## config.mk

```make
export PLATFORM = sky130hd
export DESIGN_NAME = aad_ctrl
export DESIGN_NICKNAME = d
export VERILOG_FILES = /design/src/rtl/core/aad_pkg.sv /design/src/rtl/core/aad_ctrl.sv
export SDC_FILE = /design/constraint.sdc
export NUM_CORES = 1
export LEC_CHECK = 0
export BUFFER_PORTS_ARGS = -buffer_cell sky130_fd_sc_hd__buf_2
export CORE_MARGIN = 2
export CORE_UTILIZATION = 45
export DETAILED_ROUTE_END_ITERATION = 8
export GPL_ROUTABILITY_DRIVEN = 0
export PLACE_DENSITY_LB_ADDON = 0.25
export RECOVER_POWER = 25
export SYNTH_ARGS = -nofsm -noshare
export SYNTH_HDL_FRONTEND = slang
export SYNTH_SLANG_ARGS = --single-unit
```

## constraint.sdc

```tcl
create_clock -name i_clk -period 2.3 [get_ports i_clk]
set_input_delay 0.115 -clock i_clk [delete_from_list [all_inputs] [get_ports i_clk]]
set_output_delay 0.115 -clock i_clk [all_outputs]
set_load 0.1 [all_outputs]
```

## src/rtl/core/aad_pkg.sv

```systemverilog
// Package for the area-average RGBA downscaler.
// Holds widths, limits, register indexes, the memory word, the command and
// status structs and the over-white blend. No dependencies.
package aad_pkg;

    localparam int MAX_DST_WIDTH = 1024;
    localparam int MAX_SRC_DIM   = 8192;

    localparam int ADDR_W  = $clog2(MAX_DST_WIDTH);
    localparam int DIM_W   = 14;
    localparam int DSTW_W  = 11;
    localparam int POS_W   = 13;
    localparam int SUM_W   = 35;
    localparam int CNT_W   = 27;
    localparam int NUM_W   = 27;
    localparam int PRD_W   = 28;
    localparam int QD_W    = 13;
    localparam int QM_W    = 8;
    localparam int STEP_W  = 4;
    localparam int CFG_W   = 14;
    localparam int IDX_W   = 2;

    localparam logic [IDX_W-1:0] CFG_SRC_WIDTH  = 2'd0;
    localparam logic [IDX_W-1:0] CFG_SRC_HEIGHT = 2'd1;
    localparam logic [IDX_W-1:0] CFG_DST_WIDTH  = 2'd2;
    localparam logic [IDX_W-1:0] CFG_DST_HEIGHT = 2'd3;

    typedef struct packed {
        logic [SUM_W-1:0] sum_r;
        logic [SUM_W-1:0] sum_g;
        logic [SUM_W-1:0] sum_b;
        logic [CNT_W-1:0] cnt;
    } t_acc;

    typedef struct packed {
        logic take;      // latch pixel, restart counters on frame start
        logic clr_en;    // write one zero word of the clearing sweep
        logic wrap;      // wrap position, blend pixel over white
        logic mul1;      // form block-index numerators, load divider
        logic div_step;  // one quotient bit of the block index
        logic mul2;      // block-end products, read the column's sums
        logic acc;       // accumulate, write back, advance position
        logic mean_step; // one quotient bit of the means
        logic out_load;  // load the output register
    } t_cmd;

    typedef struct packed {
        logic clr_last;
        logic frame_start;
        logic emit;
    } t_stat;

    function automatic logic [7:0] over_white(input logic [7:0] c, input logic [7:0] a);
        logic [16:0] x;
        logic [16:0] t;
        begin
            x = 17'(c * a) + 17'(8'd255 * (8'd255 - a));
            t = x + (x >> 8) + 17'd1;
            over_white = t[15:8];
        end
    endfunction

endpackage

```

## src/rtl/core/aad_ctrl.sv

```systemverilog
// Controller of the area-average downscaler: sequences clearing, index
// division, accumulation, mean division and output transfer.
// Depends on aad_pkg.
module aad_ctrl import aad_pkg::*; (
    input  logic  i_clk,
    input  logic  i_rst_n,
    input  logic  i_valid,
    output logic  o_ready,
    output logic  o_valid,
    input  logic  i_ready,
    input  t_stat i_stat,
    output t_cmd  o_cmd
);

    typedef enum logic [8:0] {
        S_CLR  = 9'b000000001,
        S_IDLE = 9'b000000010,
        S_WRAP = 9'b000000100,
        S_MUL1 = 9'b000001000,
        S_DIV  = 9'b000010000,
        S_MUL2 = 9'b000100000,
        S_ACC  = 9'b001000000,
        S_MEAN = 9'b010000000,
        S_OUT  = 9'b100000000
    } t_state;

    t_state            r_state, n_state;
    logic [STEP_W-1:0] r_step, n_step;
    logic              r_pend, n_pend;
    logic              r_ovalid, n_ovalid;

    always_comb begin
        n_state  = r_state;
        n_step   = r_step;
        n_pend   = r_pend;
        o_cmd    = '0;
        n_ovalid = r_ovalid & ~i_ready;
        unique case (r_state)
            S_CLR: begin
                o_cmd.clr_en = 1'b1;
                if (i_stat.clr_last) begin
                    n_state = r_pend ? S_WRAP : S_IDLE;
                    n_pend  = 1'b0;
                end
            end
            S_IDLE: begin
                if (i_valid) begin
                    o_cmd.take = 1'b1;
                    if (i_stat.frame_start) begin
                        n_state = S_CLR;
                        n_pend  = 1'b1;
                    end else begin
                        n_state = S_WRAP;
                    end
                end
            end
            S_WRAP: begin
                o_cmd.wrap = 1'b1;
                n_state    = S_MUL1;
            end
            S_MUL1: begin
                o_cmd.mul1 = 1'b1;
                n_step     = STEP_W'(QD_W - 1);
                n_state    = S_DIV;
            end
            S_DIV: begin
                o_cmd.div_step = 1'b1;
                n_step         = r_step - 1'b1;
                if (r_step == '0) n_state = S_MUL2;
            end
            S_MUL2: begin
                o_cmd.mul2 = 1'b1;
                n_state    = S_ACC;
            end
            S_ACC: begin
                o_cmd.acc = 1'b1;
                n_step    = STEP_W'(QM_W - 1);
                n_state   = i_stat.emit ? S_MEAN : S_IDLE;
            end
            S_MEAN: begin
                o_cmd.mean_step = 1'b1;
                n_step          = r_step - 1'b1;
                if (r_step == '0) n_state = S_OUT;
            end
            S_OUT: begin
                // hold until the output register is free
                if (!r_ovalid || i_ready) begin
                    o_cmd.out_load = 1'b1;
                    n_ovalid       = 1'b1;
                    n_state        = S_IDLE;
                end
            end
            default: n_state = S_CLR;
        endcase
    end

    always_ff @(posedge i_clk) begin
        if (!i_rst_n) begin
            r_state  <= S_CLR;
            r_step   <= '0;
            r_pend   <= 1'b0;
            r_ovalid <= 1'b0;
        end else begin
            r_state  <= n_state;
            r_step   <= n_step;
            r_pend   <= n_pend;
            r_ovalid <= n_ovalid;
        end
    end

    assign o_ready = (r_state == S_IDLE);
    assign o_valid = r_ovalid;

endmodule

```

Yosys cells after proc, flatten, opt, wreduce, memory -nomap -nowiden
Cells that the tools add are included.
W data, S select, Z words.
{ "word_totals": {"input_bits": 7, "out_inout_bits": 11, "wordCells": 57, "reg_bits": 15} }
{ "classes": {"n_reduce_logical": 8, "bitwise": 2, "addsub": 1, "muxes": 27, "eq_ne": 15} }
{ "ops": {"columns": ["operator", "n"], "rows": [
  ["$pmux W9 S9", 1],
  ["$mux W9", 5],
  ["$mux W1", 16],
  ["$pmux W4 S3", 1],
  ["$ne A2 B2 Y1 const B", 5],
  ["$eq A9 B1 Y1 const B", 1],
  ["$eq A9 B2 Y1 const B", 1],
  ["$eq A9 B3 Y1 const B", 1],
  ["$eq A9 B4 Y1 const B", 1],
  ["$eq A9 B5 Y1 const B", 1],
  ["$eq A9 B6 Y1 const B", 1],
  ["$eq A9 B7 Y1 const B", 1],
  ["$eq A9 B8 Y1 const B", 1],
  ["$eq A9 B9 Y1 const B", 1],
  ["$mux W8", 1],
  ["$mux W3", 2],
  ["$reduce_and A5 Y1", 1],
  ["$logic_not A4 Y1", 1],
  ["$reduce_and A4 Y1", 1],
  ["$sub A4 B1 Y4 const B", 1],
  ["$reduce_bool A3 Y1", 1],
  ["$ne A2 B1 Y1 const B", 1],
  ["$pmux W1 S2", 1],
  ["$reduce_bool A2 Y1", 1],
  ["other kinds (5)", 5]
]} }

Logic depth before layout (Yosys ltp)
Gate-level depths: netlist of the first run.
{ "depth": {"depth_word": 4, "depth_mapped": 7, "ltp_nobuf": 6} }

Worst setup path before layout of the first run
No wires, ideal clock.
{ "synth_timing": {"path_kind": "register -> output", "from": "reg r_state[7]", "to": "out o_cmd[0] (netlist bit)", "t_required_ns": 2.185, "n_path_buf": 1, "slack_ns": -1.698, "stages_incl_launch_ff": 5, "arrival_time_ns": 3.883, "path_cell_list": "dfxtp_1 > buf_6 > nor4_4 > nand2_2 > nor4_1"} }
{ "synth_lines": {"columns": ["element", "line_no", "source"], "rows": [
  ["start: declaration", "aad_ctrl.sv:27", "t_state r_state, n_state;"],
  ["start signal: assignment", "aad_ctrl.sv:104", "r_state <= n_state;"],
  ["end: declaration", "aad_ctrl.sv:12", "output t_cmd o_cmd"]
]} }

==> results of run 1 <==
## per-layer routing
metal	global-route usage	vias up
met5	0	-
met1	0.260	402
li1	-	438
met3	0.0307	0
met4	0.0571	0
met2	0.302	26
## layout make-up
class	instances	area, sq um
Clock buffer	4	26.3
Fill cell	200	861
Inverter	11	41.3
Multi-Input combinational cell	79	583
Sequential cell	15	300
Tap cell	27	33.8
Timing Repair Buffer	18	96.3
## metrics by stage
step | instance area (sq um) | TNS, ns
floorplan | 957 | -1.78
global placement | 1050 | 0
detailed placement | 1050 | 0
CTS | 1080 | 0
global route | 1080 | 0
finish | 1080 | 0
## timing repair
item,in CTS,in global routing
endpoints found under the setup margin,0,3
gates resized for setup,0,2
hold endpoints to repair,0,0
## layout by cell type (no fill, tap or decap), types with 2 or more instances in the layout
master,count
a211oi_1,3
a21boi_0,2
a21boi_1,2
a21oi_1,2
a22oi_1,2
and3_1,2
and4_1,2
buf_2,14
clkbuf_1,2
clkbuf_4,5
dfxtp_1,15
ha_1,2
inv_1,10
nand2_1,4
nand2b_1,4
nand3_1,3
nand4_1,2
nor2_1,8
nor3_1,5
nor3_2,4
nor4_1,2
nor4_4,2
o21a_1,3
o21ai_0,3
or3_1,2
## Yosys cell counts, drive strengths merged (2+ instances only)
master | number | area share
dfxtp | 15 | 0.32
inv | 10 | 0.041
nor3 | 9 | 0.054
nor2 | 8 | 0.032
nand2 | 5 | 0.023
nor4 | 5 | 0.057
a21boi | 4 | 0.032
buf | 4 | 0.031
nand2b | 4 | 0.027
a211oi | 3 | 0.024
a21oi | 3 | 0.020
nand3 | 3 | 0.016
o21a | 3 | 0.024
o21ai | 3 | 0.016
a22oi | 2 | 0.016
and2 | 2 | 0.014
and3 | 2 | 0.014
and4 | 2 | 0.019
ha | 2 | 0.027
nand4 | 2 | 0.014
nand4b | 2 | 0.026
or3 | 2 | 0.014
## logic make-up after synthesis
family,after synthesis,synth area share
xor gates and xnor gates,2,0.0189
adders and majority gates,2,0.0271
and+or+nand+nor,49,0.338
AOI/OAI and AO/OA,25,0.200
DFF,15,0.325
muxes,1,0.0108
buffers and inverters,16,0.0798
## path summary, 6_finish.rpt
check / to / from / cells after the start
setup / recovery: o_cmd[8] / r_state[7]$_SDFFE_PN0P_ / 5
hold / removal: r_step[2]$_SDFFE_PN0P_ / i_rst_n / 2
setup reg to reg: r_state[0]$_SDFFE_PN1P_ / r_state[7]$_SDFFE_PN0P_ / 5
hold reg to reg: r_state[6]$_SDFFE_PN0P_ / r_state[5]$_SDFFE_PN0P_ / 2
## flip-flops by register name (all words and copies together) (netlist names)
signal,count
r_state,9
r_step,4
o_valid,1
r_pend,1
## power by group
part / leakage (uW) / internal, uW / switching (uW)
clock: 0.0000150 / 67.1 / 82.6
combinational: 0.000317 / 120 / 290
sequential: 0.000121 / 283 / 63.9
total: 0.000454 / 470 / 437
==> results.toml, run 1 <==
[global_route]
grtUsageTotal = 0.190
grt_start_max_net_pins = 12
grt_overflow_total = 0
antenna_found_initial = 0
grt_first_pass_wirelength_mm = 3.59
grt_pass1_vias = 792

[power_and_ir_drop]
peakVddDrop_uv = 649
power_leakage_uw = 0.000454
total_power_uw = 907
pwr_density_cell_nw_per_um2 = 839

[detailed_routing]
route.met2.wl_mm = 1.01
wl_per_cell_microns = 14.0
met3RoutedLength_microns = 104
top_layer = "met3"
first_pass_iters = 4
postRouteWirelength_mm = 2.15
antenna_left = 0
post_drt_via_cell_ratio = 5.62
drc = 0
wirelength_met1_mm = 1.04
drt_iter0_drc = 33
vias = 866

[worst_hold_path]
hp-class = "in2reg"

[setup_path]
crit_required_ns = 2.18
worst-path-buf-inv = 1
critPathLaunchType = "flip-flop"
cp.arrival_ns = 2.05
slowest_delay_ns = 0.42
crit_chain = "nor4_4 > nand2_2 > nor4_4 > and2_4 > clkbuf_4"
cp_slowest_cell = "dfxtp_1"
cp_max_fo = 8
reg2reg_slack_ns = 0.35
worstSetupPathType = "reg2out"
cp_common_cell = "nor4_4"
worstSetupEndpointType = "primary output"
crit_family = "simple AND/OR/NAND/NOR gates"

[sta]
rsz0062_at_grt = "no"
fin_crit_sh = 0.942
tightest_slew_ns = 1.16
timing.fmax_mhz = 461
slew_violations = 0
period_needed_ns = 2.17
max_slew_margin = 0.229
finClkSkew_ns = 0.00552
setup_viol = 0
worst_slack_ns = 0.133
holdWs_ns = 0.169
hold_violations = 0

[clocking]
clockBufferDepth = 2
cts_tree = "built"
hold_buffers = 0
post-cts-setup-buffer-count = 0
cts.htree.levels = 1
worstSkewPairLatency_ns = 0.28
cts_num_sinks = 15
clk_pin_slew_ns = 0.09
numCtsBuffers = 3
clock_tree.root_cell = "clkbuf_4"

[synth]
synth-edff-count = 0
syn_inst = 110
syn-mean-instance-area_sq_um = 8.41
asyncSetResetFlopFracSynth = 0
syn_area_sq_um = 925
synth_seq_cells = 15
synth_seq_area_share = 0.325
ys_warn_count = 0
syn_nets = 119
ys_types = 46
ys.flop_type = "dfxtp_1"

[floorplanning]
chipWidth_microns = 49.3
io_pins = 18
die_h_microns = 49.3
dieArea_sq_um = 2430
initial_core_util = 0.476
core_area_sq_um = 1940
row_count = 16

[final_layout]
antenna_cells = 0
area_growth_pct = 16.9
drive_gt1_frac = 0.244
fin_util = 0.557
nNetsFinal = 137
finalNonFillerCells = 154

[place]
hpwl_mm = 1.66
numPlacedInstances = 150
io_buffers = 17
dp_slack_ns = 0.333

[run_status]
status = "completed"

[run]
maxCapViolCount = 0
Note: power is estimated with default switching activity, not from simulation.
==> run 2: changes to the inputs <==
--- a/config.mk
+++ b/config.mk
@@ -12,6 +12,7 @@
 export GPL_ROUTABILITY_DRIVEN = 0
 export PLACE_DENSITY_LB_ADDON = 0.25
 export RECOVER_POWER = 25
+export SETUP_SLACK_MARGIN = 0.2
 export SYNTH_ARGS = -nofsm -noshare
 export SYNTH_HDL_FRONTEND = slang
 export SYNTH_SLANG_ARGS = --single-unit
==> run 2 against run 1 <==
  * Final cell count rose by 1.3%
  * Clock skew up 0.0035 ns
  * Critical endpoint is now o_cmd[5]
  * Global-route usage up 2.1 points
  * Sequential power up 1%
  * Highest routed layer is now met4
  * Largest cell class unchanged
  * Flip-flop and latch count is the same
  * Largest power group unchanged
  * Final area rose by 4.7%
  * Critical path type unchanged
  * Via count rose by 4.6%
  * Sequential share of layout area fell by 1.1 points
  * Critical path depth shrank 1
==> results.toml, run 2 (same netlist as run 1, synthesis figures left out) <==
[clocking]
clockBufferDepth = 2
clk_pin_slew_ns = 0.09
clock_tree.root_cell = "clkbuf_4"
cts_tree = "built"
worstSkewPairLatency_ns = 0.29
numCtsBuffers = 3
cts_num_sinks = 15
cts.htree.levels = 1

[run_status]
status = "completed"

[floorplanning]
dieArea_sq_um = 2430
io_pins = 18
chipWidth_microns = 49.3
core_area_sq_um = 1940
row_count = 16
die_h_microns = 49.3
initial_core_util = 0.476

[place]
io_buffers = 17
hpwl_mm = 1.70
numPlacedInstances = 150
dp_slack_ns = 0.236

[final_layout]
top_register = "r_state"
mostFrequentLayoutCells = "dfxtp_1, inv_1, nor2_1, buf_2, clkbuf_4"
final_common_cell = "dfxtp_1"
drive_gt1_frac = 0.256
reg.largest.list = "r_state: 9 flops, r_step: 4 flops"
nNetsFinal = 139
antenna_cells = 0
area_growth_pct = 22.5
finalNonFillerCells = 156
largest_register_ffs = 9

[power_and_ir_drop]
pwr_density_cell_nw_per_um2 = 828
combPwrFrac = 0.464
clkPwrFrac = 0.162
internal_power_uw = 484
power_leakage_uw = 0.000461
peakVddDrop_uv = 640
seqPwrFrac = 0.374
p_sw_uw = 453
p_sw_frac = 0.484

[sta]
finClkSkew_ns = 0.00902
setup_viol = 0
slew_violations = 0
worst_slack_ns = 0.233
hold_violations = 0
timing.fmax_mhz = 484
period_needed_ns = 2.07
rsz0062_at_grt = "yes"
max_slew_margin = 0.233
timing.setup.tns_ns = 0
holdWs_ns = 0.148
tightest_slew_ns = 1.16
fin_crit_sh = 0.899

[run]
maxCapViolCount = 0

[global_route]
grt_start_max_net_pins = 12
antenna_found_initial = 0
grt.met3_usage = 0.0613
grt_overflow_total = 0
grtUsageTotal = 0.211
use_met1 = 0.243
grt_busiest_layer = "met2"
grt_pass1_vias = 875
grt_use_met2 = 0.351
grt_first_pass_wirelength_mm = 3.89

[setup_path]
cp.arrival_ns = 1.95
crit_chain = "nor3_2 > nand2_1 > nor3_2 > clkbuf_4"
cp_slowest_cell = "dfxtp_1"
slowest_delay_ns = 0.46
crit_required_ns = 2.18
cp_common_cell = "nor3_2"
worstSetupPathType = "reg2out"
cp_max_fo = 10
worstSetupEndpointType = "primary output"
critPathLaunchType = "flip-flop"

[detailed_routing]
drc = 0
antenna_left = 0
post_drt_via_cell_ratio = 5.81
vias = 906
drt_iter0_drc = 16
wl_per_cell_microns = 14.5
postRouteWirelength_mm = 2.26
first_pass_iters = 4

[worst_hold_path]
hp-class = "in2reg"
-- run 2: changes by cell type in the layout (fill, tap and decap cells not counted), sizes merged --
cell    change
clkbuf      +3
buf         -1
-- run 2: layer usage --
layer  routed length [microns]  part of all wire  vias up
met4                        35             0.015        0
met1                       968              0.43      435
met2                      1160              0.51       19
li1                          -                 -      448
met5                         0                 0        -
met3                       100             0.044        4
-- run 2: worst max-delay path, delay by kind of cell, from the launching register on --
| kind | cells | cell delay [ns] |
|---|---|---|
| buffers and inverters | 1 | 0.38 |
| AND/OR/NAND/NOR | 3 | 0.81 |
| flip-flops | 1 | 0.46 |
-- run 2: cell type report --
class,count,area (sq um)
inverters,11,41.3
fillers,199,810
repair buffers,20,126
well taps,27,33.8
clock buffers,4,26.3
flip-flops and latches,15,302
multi-input cells,79,603
-- run 2: power by group through the flow --
stage	logic [uW]	registers, uW	clock network (uW)
floorplan	406	310	0
CTS	433	349	161
detailed placement	422	355	0
finish	435	351	152
global placement	417	351	0
global route	461	358	174
-- run 2: final timing paths --
| path | from | to | slack [ns] | depth (start not counted) |
|---|---|---|---|---|
| worst min-delay path | i_rst_n | o_valid$_SDFF_PN0_ | 0.15 | 2 |
| worst min register to register | r_pend$_SDFFE_PN0P_ | r_state[2]$_SDFFE_PN0P_ | 0.57 | 2 |
| worst max register to register | r_state[7]$_SDFFE_PN0P_ | r_state[0]$_SDFFE_PN1P_ | 0.36 | 6 |
| worst max-delay path | r_state[1]$_SDFFE_PN0P_ | o_cmd[5] | 0.23 | 4 |
-- run 2: per-stage QoR --
| step | total power, uW | area, sq um | util |
|---|---|---|---|
| global route | 993 | 1130 | 0.583 |
| floorplan | 716 | 977 | - |
| detailed placement | 777 | 1070 | 0.552 |
| finish | 938 | 1130 | 0.583 |
| global placement | 769 | 1070 | 0.552 |
| CTS | 943 | 1120 | 0.576 |
-- run 2: repair_timing --
action | in CTS | in global routing
resized for setup | 5 | 5
hold buffers | 0 | 0
pin swaps | 1 | 1
setup buffers | 1 | 1
gates cloned | 0 | 0
endpoints found under the setup margin | 5 | 9
==> run 3: changes to the inputs <==
--- a/config.mk
+++ b/config.mk
@@ -10,6 +10,7 @@
 export CORE_UTILIZATION = 45
 export DETAILED_ROUTE_END_ITERATION = 8
 export GPL_ROUTABILITY_DRIVEN = 0
+export MAX_ROUTING_LAYER = met4
 export PLACE_DENSITY_LB_ADDON = 0.25
 export RECOVER_POWER = 25
 export SETUP_SLACK_MARGIN = 0.2
==> run 3 against run 2 <==
  * Non-clock buffer count is the same
  * Wire length grew 0.40%
  * Clock power is essentially flat
  * Largest cell class unchanged
  * Clock skew is essentially flat
  * Worst hold slack gained 0.0046 ns
  * Combinational power is essentially flat
  * Global-route usage grew 0.59 points
  * Sequential power is essentially flat
  * Highest routed layer unchanged
==> results.toml, run 3 (same netlist as run 1, synthesis figures left out) <==
[sta]
rsz0062_at_grt = "yes"
worst_slack_ns = 0.221
timing.fmax_mhz = 481
hold_violations = 0
finClkSkew_ns = 0.00945
tightest_slew_ns = 1.16
slew_violations = 0
timing.setup.tns_ns = 0
setup_viol = 0
period_needed_ns = 2.08
max_slew_margin = 0.233
fin_crit_sh = 0.904

[setup_path]
reg2reg_slack_ns = 0.36
critPathLaunchType = "flip-flop"
crit_required_ns = 2.18
cp_max_fo = 10
cp_common_cell = "nor3_2"
rr_startpoint = "r_state[7]$_SDFFE_PN0P_"
worstSetupEndpointType = "primary output"
slowest_delay_ns = 0.46
cp_slowest_cell = "dfxtp_1"
cp.arrival_ns = 1.96
r2r-end = "r_state[0]$_SDFFE_PN1P_"
worstSetupPathType = "reg2out"
crit_chain = "nor3_2 > nand2_1 > nor3_2 > clkbuf_4"
ff2ff_path_depth = 6

[final_layout]
drive_gt1_frac = 0.256
area_growth_pct = 22.5
mostFrequentLayoutCells = "dfxtp_1, inv_1, nor2_1, buf_2, clkbuf_4"
final_common_cell = "dfxtp_1"
antenna_cells = 0
top_register = "r_state"
reg.largest.list = "r_state: 9 flops, r_step: 4 flops"
largest_register_ffs = 9
final_area_sq_um = 1130
ff_latch_area_sq_um = 302
multi_input_area_sq_um = 603
fill_cells = 199
finalNonFillerCells = 156
nNetsFinal = 139

[global_route]
grt_first_pass_wirelength_mm = 3.90
antenna_found_initial = 0
grt_start_max_net_pins = 12
grt_overflow_total = 0
grt_pass1_vias = 874
grtUsageTotal = 0.216

[place]
dpl_cell_area_sq_um = 1070
io_buffers = 17
numPlacedInstances = 150
hpwl_mm = 1.70
dp_slack_ns = 0.236

[clocking]
cts_tree = "built"
cts_num_sinks = 15
hold_buffers = 0
clk_pin_slew_ns = 0.09
cts.htree.levels = 1
worstSkewPairLatency_ns = 0.29
clock_tree.root_cell = "clkbuf_4"
numCtsBuffers = 3
clockBufferDepth = 2

[floorplanning]
row_count = 16
core_area_sq_um = 1940
dieArea_sq_um = 2430
initial_core_util = 0.476
die_h_microns = 49.3
io_pins = 18
chipWidth_microns = 49.3

[detailed_routing]
antenna_left = 0
drc = 0
first_pass_iters = 4
vias = 901
wl_per_cell_microns = 14.6
postRouteWirelength_mm = 2.27
drt_iter0_drc = 12
post_drt_via_cell_ratio = 5.78

[power_and_ir_drop]
pwr_density_cell_nw_per_um2 = 830
peakVddDrop_uv = 640
power_leakage_uw = 0.000461

[run]
maxCapViolCount = 0

[worst_hold_path]
hp-start = "i_rst_n"
hp-class = "in2reg"
min_path_cells = 2
hold_end = "o_valid$_SDFF_PN0_"

[run_status]
status = "completed"
==> run 3: cell counts in the layout (fill, tap and decap cells not counted) <==
No cell type changed its count.
==> run 3: report_power, final <==
| part | internal, uW | switching, uW |
|---|---|---|
| clock network | 67.6 | 85.2 |
| logic | 134 | 302 |
| registers | 283 | 68.1 |
==> run 3: worst max-delay path by stage <==
stage / start / end / slack, ns / depth (start not counted)
3_3_place_gp: r_state[7]$_SDFFE_PN0P_ / o_cmd[8] / 0.31 / 5
3_5_place_dp: r_state[7]$_SDFFE_PN0P_ / o_cmd[8] / 0.24 / 5
2_1_floorplan: r_state[7]$_SDFFE_PN0P_ / o_cmd[8] / -0.40 / 5
4_1_cts: r_state[7]$_SDFFE_PN0P_ / o_cmd[8] / 0.13 / 5
6_report: r_state[1]$_SDFFE_PN0P_ / o_cmd[5] / 0.22 / 4
5_1_grt: r_state[1]$_SDFFE_PN0P_ / o_cmd[5] / 0.1 / 4
==> run 3: layout make-up <==
type                            count  share of cell area
Inverter                           11              0.0365
Sequential cell                    15               0.266
Clock buffer                        4              0.0232
Timing Repair Buffer               20               0.112
Multi-Input combinational cell     79               0.533
Tap cell                           27              0.0298
==> run 3: through the flow <==
stage,total power [uW],utilization,hold WS [ns]
5_1_grt,993,0.583,0.145
3_5_place_dp,777,0.552,0.453
3_3_place_gp,769,0.552,0.461
6_report,939,0.583,0.153
4_1_cts,943,0.576,0.144
2_1_floorplan,716,-,0.259
==> run 3: routing by layer <==
layer | track usage | vias to the layer above | share of wire | wire length, microns
met3 | 0.0613 | 5 | 0.033 | 76
li1 | - | 449 | - | -
met5 | - | - | 0 | 0
met2 | 0.351 | 14 | 0.50 | 1150
met1 | 0.243 | 433 | 0.44 | 1010
met4 | 0.105 | 0 | 0.019 | 43
==> run 3: worst max-delay path, delay by kind of cell (launching register included) <==
family	cells	cell delay [ns]
AND/OR/NAND/NOR	3	0.81
buffers and inverters	1	0.39
flip-flops	1	0.46
==> run 3: repair_timing <==
item / CTS / global route
resized for setup: 5 / 5
buffers inserted: 1 / 1
cloned: 0 / 0
pin swaps: 1 / 1
endpoints found under the setup margin: 5 / 9
